### src/rtl/scc_pkg.sv
// Shared types and constants of the sector cache clock replacement unit.
`timescale 1ns / 1ps
`default_nettype none

package scc_pkg;

  localparam int IDX_W       = 6;
  localparam int SECTOR_W    = 32;
  localparam int CHANCES_W   = 2;
  localparam int CFG_INDEX_W = 1;
  localparam int CFG_DATA_W  = 2;

  localparam logic [CHANCES_W-1:0] CHANCES_RESET = 2'd2;

  // Configuration register indexes.
  localparam logic [CFG_INDEX_W-1:0] CFG_RELOAD_COUNT     = 1'b0;
  localparam logic [CFG_INDEX_W-1:0] CFG_ROUND_ROBIN_MODE = 1'b1;

  // Request type codes.
  localparam logic REQ_READ  = 1'b0;
  localparam logic REQ_WRITE = 1'b1;

  typedef struct packed {
    logic                req_type;
    logic [SECTOR_W-1:0] sector_number;
  } req_t;

  typedef struct packed {
    logic [IDX_W-1:0]    entry_index;
    logic                hit;
    logic                writeback_needed;
    logic [SECTOR_W-1:0] writeback_sector;
  } res_t;

  // Per-entry metadata held in the metadata memory.
  typedef struct packed {
    logic                 dirty;
    logic [CHANCES_W-1:0] usage;
  } meta_t;

endpackage

`default_nettype wire

### src/rtl/sector_cache_clock_replacement_unit.sv
// Top level of the sector cache tag and clock replacement controller.
// The hand may pass over at most 3*ENTRIES entries on a miss, and none in round-robin mode.
// The next start is taken while done is high.
// The tag search reads one tag memory word per cycle; each step of the hand is a
// read-modify-write of the metadata memory. Synchronous reset clears the valid bits and
// the hand and returns the state, configuration registers, done and search flags to
// their reset values; done cannot be stalled.
`timescale 1ns / 1ps
`default_nettype none

module sector_cache_clock_replacement_unit #(
  parameter int ENTRIES     = 64,
  parameter int SECTOR_BITS = 32
) (
  input  wire logic                              clk,
  input  wire logic                              rst,
  input  wire logic                              cfg_write,
  input  wire logic [scc_pkg::CFG_INDEX_W-1:0]   cfg_index,
  input  wire logic [scc_pkg::CFG_DATA_W-1:0]    cfg_wdata,
  input  wire logic                              start,
  input  wire scc_pkg::req_t                     req,
  output logic                                   busy,
  output logic                                   done,
  output scc_pkg::res_t                          result
);

  import scc_pkg::*;

  localparam int AW = $clog2(ENTRIES);
  localparam logic [AW-1:0] LAST = AW'(ENTRIES - 1);

  typedef enum logic [2:0] {
    S_IDLE,
    S_SEARCH,
    S_HIT_RD,
    S_HIT_WR,
    S_SWP_RD,
    S_SWP_EV,
    S_VIC_RD,
    S_VIC_WR
  } state_t;

  state_t state;

  // Configuration registers.
  logic [CHANCES_W-1:0] reload_count;
  logic                 round_robin_mode;

  // Request held for the whole of its handling.
  logic                   is_write;
  logic [SECTOR_BITS-1:0] sector;

  // Search sweep: scan issues tag reads, and cmp_* is registered from it to line up with the read data.
  logic [AW-1:0] scan;
  logic          issue;
  logic          cmp_valid;
  logic [AW-1:0] cmp_addr;

  logic [AW-1:0] hand;
  logic [AW-1:0] hand_next;
  logic [AW-1:0] victim;
  logic          vic_dirty;
  logic [ENTRIES-1:0] valid;

  // Memory ports.
  logic                   tag_we;
  logic [AW-1:0]          tag_raddr;
  logic [SECTOR_BITS-1:0] tag_rdata;
  logic                   meta_we;
  logic [AW-1:0]          meta_waddr;
  meta_t                  meta_wdata;
  logic [AW-1:0]          meta_raddr;
  meta_t                  meta_rdata;

  logic                   tag_match;
  logic                   hand_valid;
  logic [CHANCES_W-1:0]   hand_usage;
  logic [AW+IDX_W-1:0]    victim_wide;
  logic [SECTOR_BITS+SECTOR_W-1:0] tag_wide;

  scc_ram #(
    .WIDTH (SECTOR_BITS),
    .DEPTH (ENTRIES)
  ) u_tag_ram (
    .clk   (clk),
    .we    (tag_we),
    .waddr (victim),
    .wdata (sector),
    .raddr (tag_raddr),
    .rdata (tag_rdata)
  );

  scc_ram #(
    .WIDTH ($bits(meta_t)),
    .DEPTH (ENTRIES)
  ) u_meta_ram (
    .clk   (clk),
    .we    (meta_we),
    .waddr (meta_waddr),
    .wdata (meta_wdata),
    .raddr (meta_raddr),
    .rdata (meta_rdata)
  );

  assign busy = (state != S_IDLE);

  // A tag is only trusted when its valid bit is set, so the unwritten tag memory is harmless.
  assign tag_match = cmp_valid && valid[cmp_addr] && (tag_rdata == sector);

  // An entry that has never been filled reads as clean with a zero usage count.
  assign hand_valid = valid[hand];
  assign hand_usage = hand_valid ? meta_rdata.usage : '0;
  assign hand_next  = (hand == LAST) ? '0 : hand + 1'b1;

  assign victim_wide = {{IDX_W{1'b0}}, victim};
  assign tag_wide    = {{SECTOR_W{1'b0}}, tag_rdata};

  // Read address selection: the search walks the scan counter, the sweep the hand, everything else the victim.
  assign tag_raddr  = (state == S_SEARCH) ? scan : victim;
  assign meta_raddr = (state == S_SWP_RD) ? hand : victim;
  assign tag_we     = (state == S_VIC_WR);

  // Metadata writes: a hit reloads the count and keeps the dirty bit, setting it on a write, the sweep
  // decrements a count it passes over, and a fill starts a fresh entry.
  always_comb begin
    meta_we    = 1'b0;
    meta_waddr = victim;
    meta_wdata = '0;
    unique case (state)
      S_HIT_WR: begin
        meta_we          = 1'b1;
        meta_wdata.dirty = meta_rdata.dirty | is_write;
        meta_wdata.usage = reload_count;
      end
      S_SWP_EV: begin
        meta_we          = !round_robin_mode && (hand_usage != '0);
        meta_waddr       = hand;
        meta_wdata.dirty = meta_rdata.dirty;
        meta_wdata.usage = hand_usage - 1'b1;
      end
      S_VIC_WR: begin
        meta_we          = 1'b1;
        meta_wdata.dirty = is_write;
        meta_wdata.usage = reload_count;
      end
      default: begin
        meta_we = 1'b0;
      end
    endcase
  end

  always_ff @(posedge clk) begin
    if (rst) begin
      state            <= S_IDLE;
      reload_count     <= CHANCES_RESET;
      round_robin_mode <= 1'b0;
      hand             <= '0;
      valid            <= '0;
      done             <= 1'b0;
      issue            <= 1'b0;
      cmp_valid        <= 1'b0;
    end else begin
      done <= 1'b0;

      if (cfg_write) begin
        unique case (cfg_index)
          CFG_RELOAD_COUNT:     reload_count     <= cfg_wdata;
          CFG_ROUND_ROBIN_MODE: round_robin_mode <= cfg_wdata[0];
          default:              reload_count     <= reload_count;
        endcase
      end

      unique case (state)
        S_IDLE: begin
          if (start) begin
            is_write  <= (req.req_type == REQ_WRITE);
            sector    <= req.sector_number[SECTOR_BITS-1:0];
            scan      <= '0;
            issue     <= 1'b1;
            cmp_valid <= 1'b0;
            state     <= S_SEARCH;
          end
        end

        S_SEARCH: begin
          cmp_valid <= issue;
          cmp_addr  <= scan;
          if (issue) begin
            if (scan == LAST) begin
              issue <= 1'b0;
            end else begin
              scan <= scan + 1'b1;
            end
          end
          // The first match in address order wins.
          if (tag_match) begin
            victim <= cmp_addr;
            issue  <= 1'b0;
            state  <= S_HIT_RD;
          end else if (cmp_valid && (cmp_addr == LAST)) begin
            issue <= 1'b0;
            state <= S_SWP_RD;
          end
        end

        S_HIT_RD: begin
          state <= S_HIT_WR;
        end

        S_HIT_WR: begin
          result.entry_index      <= victim_wide[IDX_W-1:0];
          result.hit              <= 1'b1;
          result.writeback_needed <= 1'b0;
          result.writeback_sector <= '0;
          done                    <= 1'b1;
          state                   <= S_IDLE;
        end

        S_SWP_RD: begin
          state <= S_SWP_EV;
        end

        S_SWP_EV: begin
          hand <= hand_next;
          if (!round_robin_mode && (hand_usage != '0)) begin
            state <= S_SWP_RD;
          end else begin
            victim    <= hand;
            vic_dirty <= hand_valid && meta_rdata.dirty;
            state     <= S_VIC_RD;
          end
        end

        S_VIC_RD: begin
          state <= S_VIC_WR;
        end

        S_VIC_WR: begin
          valid[victim]           <= 1'b1;
          result.entry_index      <= victim_wide[IDX_W-1:0];
          result.hit              <= 1'b0;
          result.writeback_needed <= vic_dirty;
          result.writeback_sector <= vic_dirty ? tag_wide[SECTOR_W-1:0] : '0;
          done                    <= 1'b1;
          state                   <= S_IDLE;
        end

        default: begin
          state <= S_IDLE;
        end
      endcase
    end
  end

endmodule

`default_nettype wire

### src/rtl/scc_ram.sv
// Generic single write port, single read port RAM with registered read data.
`timescale 1ns / 1ps
`default_nettype none

module scc_ram #(
  parameter int WIDTH = 8,
  parameter int DEPTH = 64
) (
  input  wire logic                     clk,
  input  wire logic                     we,
  input  wire logic [$clog2(DEPTH)-1:0] waddr,
  input  wire logic [WIDTH-1:0]         wdata,
  input  wire logic [$clog2(DEPTH)-1:0] raddr,
  output logic      [WIDTH-1:0]         rdata
);

  logic [WIDTH-1:0] mem [DEPTH];

  always_ff @(posedge clk) begin
    if (we) begin
      mem[waddr] <= wdata;
    end
    rdata <= mem[raddr];
  end

endmodule

`default_nettype wire
### config.mk
export PLATFORM = sky130hd
export DESIGN_NAME = sector_cache_clock_replacement_unit
export DESIGN_NICKNAME = d
export VERILOG_FILES = /design/src/rtl/scc_pkg.sv /design/src/rtl/sector_cache_clock_replacement_unit.sv /design/src/rtl/scc_ram.sv
export SDC_FILE = /design/constraint.sdc
export NUM_CORES = 2
export LEC_CHECK = 0
export BUFFER_PORTS_ARGS = -buffer_cell sky130_fd_sc_hd__buf_4
export CAP_MARGIN = 20
export CELL_PAD_IN_SITES_DETAIL_PLACEMENT = 1
export CELL_PAD_IN_SITES_GLOBAL_PLACEMENT = 1
export CORE_UTILIZATION = 39
export CTS_BUF_LIST = sky130_fd_sc_hd__clkbuf_4
export DETAILED_ROUTE_END_ITERATION = 12
export HOLD_SLACK_MARGIN = 0.02
export PLACE_DENSITY_LB_ADDON = 0.1
export SLEW_MARGIN = 20
export SYNTH_ARGS = -nofsm -noshare
export SYNTH_HDL_FRONTEND = slang
export SYNTH_SLANG_ARGS = --single-unit
### constraint.sdc
create_clock -name clk -period 7.55 [get_ports clk]
set_clock_uncertainty 0.2 [all_clocks]
set_input_delay 0.3775 -clock clk [delete_from_list [all_inputs] [get_ports clk]]
set_output_delay 0.3775 -clock clk [all_outputs]
set_load 0.02 [all_outputs]
==> flow_summary_export.csv <==
group,metric,value,unit
outcome,status,"finished, final reports clean",
layout,drive_above_1_share,0.272,
hold_path,hold_class,"in2reg",
critical_path,crit_arrival,6.40,ns
synth,synth_xor_area_frac,0.00387,
clocking,clkSinkCount,2446,
critical_path,crit_start,"sector[28]",
synth,synth_cell_types,76,
critical_path,ff2ff_path_depth,9,
critical_path,worst_ep_required_time,8.59,ns
synth,synthesis.nets,5574,
route,wirelength,348000,um
clocking,post_cts_buffers,0,
synth,avgSynthCellArea,17.2,sq um
synth,synth_top_cell_area_share,0.737,
synth,synth_top_family_by_area,"multiplexers",
global_routing,grt_pass1_wl,475000,um
synth,synth_compound_area_frac,0.0371,
synth,yosys.area_share.adder,0.000395,
die,floorplan.die_area,246000,sq um
synth,synth_ff_type,"edfxtp_1",
synth,ys_async_sr_fraction,0,
place,place_ws,2.41,ns
die,core,241000,sq um
synth,synth.area.mux_share,0.100,
layout,final_nets,6342,
critical_path,cp_slowest_cell,"nor4_1",
synth,synthesis.area,95000,sq um
sta,period_minus_slack,5.36,ns
synth,ys_seq_area_frac,0.761,
place,gp_congestion,0.802,
global_routing,grt_max_degree,127,
global_routing,grtUsageTotal,0.282,
clocking,cts_tree,"yes",
sta,finalHoldViolCount,0,
power,pwr-share-comb,0.077,
critical_path,rrSetupSlack,2.19,ns
die,start_util,0.393,
clocking,cts_root_buf,"clkbuf_4",
global_routing,antenna_found_initial,30,
route,wl_per_cell,34.8,um
synth,netlist_top_cells_area,"edfxtp_1, mux4_2, nand2_1",
die,die_y,496,um
route,drc_errors,0,
sta,tightest_slew,1.20,ns
place,postPlaceCellArea,100000,sq um
die,die_w,496,um
clocking,ctsResizeCount,0,
sta,maxSlewViolCount,0,
critical_path,endpoint_kind,"flop",
power,ir_worst_vdd,0.130,mV
synth,synthesis.instances,5531,
sta,fin_tns_setup,0,ns
power,swShare,0.248,
die,pin_count,82,
place,placement.io_buffers,81,
sta,layout_setup_ws,2.19,ns
power,clkPwrFrac,0.415,
power,p_leak,0.0370,uW
sta,fmax,0.187,GHz
die,num_rows,180,
route,ant_nets,0,
synth,yosysWarnings,0,
layout,fin_area,110000,sq um
critical_path,slowest_delay,1.00,ns
power,p_seq_frac,0.509,
layout,area_delta_synth_final,16.1,%
job,maxCapViolations,0,
route,drt_iter0_drc,7374,
synth,yosys.area.top_type,"edfxtp_1",
clocking,path_clk_slew,0.06,ns
critical_path,crit_path_end,"issue",
sta,max_slew_margin,0.199,
power,netSwitchingPower,7320,uW
critical_path,crit_type,"reg2reg",
clocking,clock_latency,1.46,ns
clocking,ctsHoldBuffers,118,
route,first_pass_iters,6,
synth,ys_ff_latch,2446,
route,vias_per_cell,5.81,
critical_path,reg2reg_to,"issue",
clocking,cts_buffer_depth,4,
sta,setup_viol,0,
global_routing,grt_pass1_vias,58900,
clocking,cts-buffers-inserted,675,
critical_path,path_cells,"buf_4, xor2_1, nor4_1, nand4_1, nor3_1, and4b_1, or4_1, o32ai_1, dlygate4sd3_1",
route,vias,58100,
critical_path,worstPathMaxFanout,65,
critical_path,regToRegStartpoint,"sector[28]",
sta,period_share,0.710,
sta,rsz0062_at_grt,"no",
synth,synth-simple-area-share,0.0789,
critical_path,cp-start-kind,"flop",
global_routing,overflow,0,
synth,synth_edf_count,2332,
place,hpwl,193000,um
clocking,h-tree-depth,6,
power,p_int,22200,uW
power,pwr_density_cell,268,nW/um^2
[power groups by stage]
stage / clock (uW) / combinational, uW / sequential (uW)
2_1_floorplan: 0 / 1340 / 15300
3_3_place_gp: 0 / 2200 / 15300
3_5_place_dp: 0 / 2220 / 15300
4_1_cts: 12500 / 2270 / 15000
5_1_grt: 13200 / 2390 / 15000
6_report: 12200 / 2260 / 15000
[per-layer routing]
layer,wire (um),global-route usage,share of wire,vias to the layer above
met5,27,0,0.000078,-
met4,9740,0.0872,0.028,4
met3,28300,0.0505,0.081,504
met2,163000,0.442,0.47,2784
met1,147000,0.400,0.42,31000
li1,-,-,-,23800
[layout make-up]
cell class              instances  area [sq um]
well taps                    3185          3990
flip-flops and latches       2446         72300
clock buffers                1048          7870
clock inverters               123           741
diodes                         22          55.1
multi-input cells            2753         21700
inverters                      18          67.6
repair buffers                405          3580
fillers                     23500        131000
[stage by stage]
| step | total power (uW) | instances | hold slack [ns] | util |
|---|---|---|---|---|
| finish | 29500 | 10000 | 0.188 | 0.457 |
| detailed placement | 17500 | 8688 | 0.282 | 0.416 |
| global route | 30600 | 9990 | 0.0744 | 0.457 |
| global placement | 17500 | 8686 | 0.266 | 0.416 |
| CTS | 29800 | 9977 | 0.0275 | 0.456 |
| floorplan | 16600 | 5531 | 0.224 | - |
[Yosys cell counts, types with 51 or more instances]
cell	n
clkbuf_1	121
nand2_1	851
a22oi_1	131
edfxtp_1	2332
mux4_2	339
dfxtp_1	114
buf_2	105
o2111ai_1	51
nor2_1	293
and3_1	60
nand3_1	355
mux2i_1	173
[sequential cells by signal, indices dropped and copies added (netlist names), 32 cells and up]
| name | cells |
|---|---|
| valid | 64 |
| u_tag_ram.mem | 2048 |
| u_meta_ram.mem | 192 |
| u_tag_ram.rdata | 32 |
| result | 40 |
| sector | 32 |
[worst max-delay path: cells and delay by family (launching register included)]
family | cells | cell delay (ns)
AOI/OAI and AO/OA | 1 | 0.09
DFF | 1 | 0.32
xor gates and xnor gates | 1 | 0.36
buffers and inverters | 2 | 1.10
and+or+nand+nor | 5 | 3.07
[cell usage in the layout (no fill, tap or decap), types with 59 or more instances in the layout]
master         count
clkinv_1          87
nand2_1          851
and3_1            59
mux2i_1          171
mux4_2           339
nand3_1          355
dlygate4sd3_1    117
buf_4            269
edfxtp_1        2332
a22oi_1          131
nor2_1           215
clkbuf_4        1048
nor2_4            72
dfxtp_1          114
[logic make-up (layout without fill, tap and decap cells)]
family,count (synthesis),count (layout)
flops,2446,2446
other cells,0,22
simple gates,1715,1715
xor+xnor,42,42
compound gates,467,467
fa+ha+maj,3,3
buf+inv,332,1594
mux,526,526
[how the worst min path moves through the flow]
| stage | start | end | slack, ns | depth (start not counted) |
|---|---|---|---|---|
| floorplan | scan[3] | cmp_addr[3] | 0.22 | 0 |
| global placement | valid[44] | valid[44] | 0.27 | 2 |
| detailed placement | valid[19] | valid[19] | 0.28 | 2 |
| CTS | cfg_write | round_robin_mode | 0.03 | 6 |
| global route | cfg_write | round_robin_mode | 0.07 | 6 |
| finish | cfg_write | round_robin_mode | 0.19 | 6 |
(Power assumes the default switching activity.)
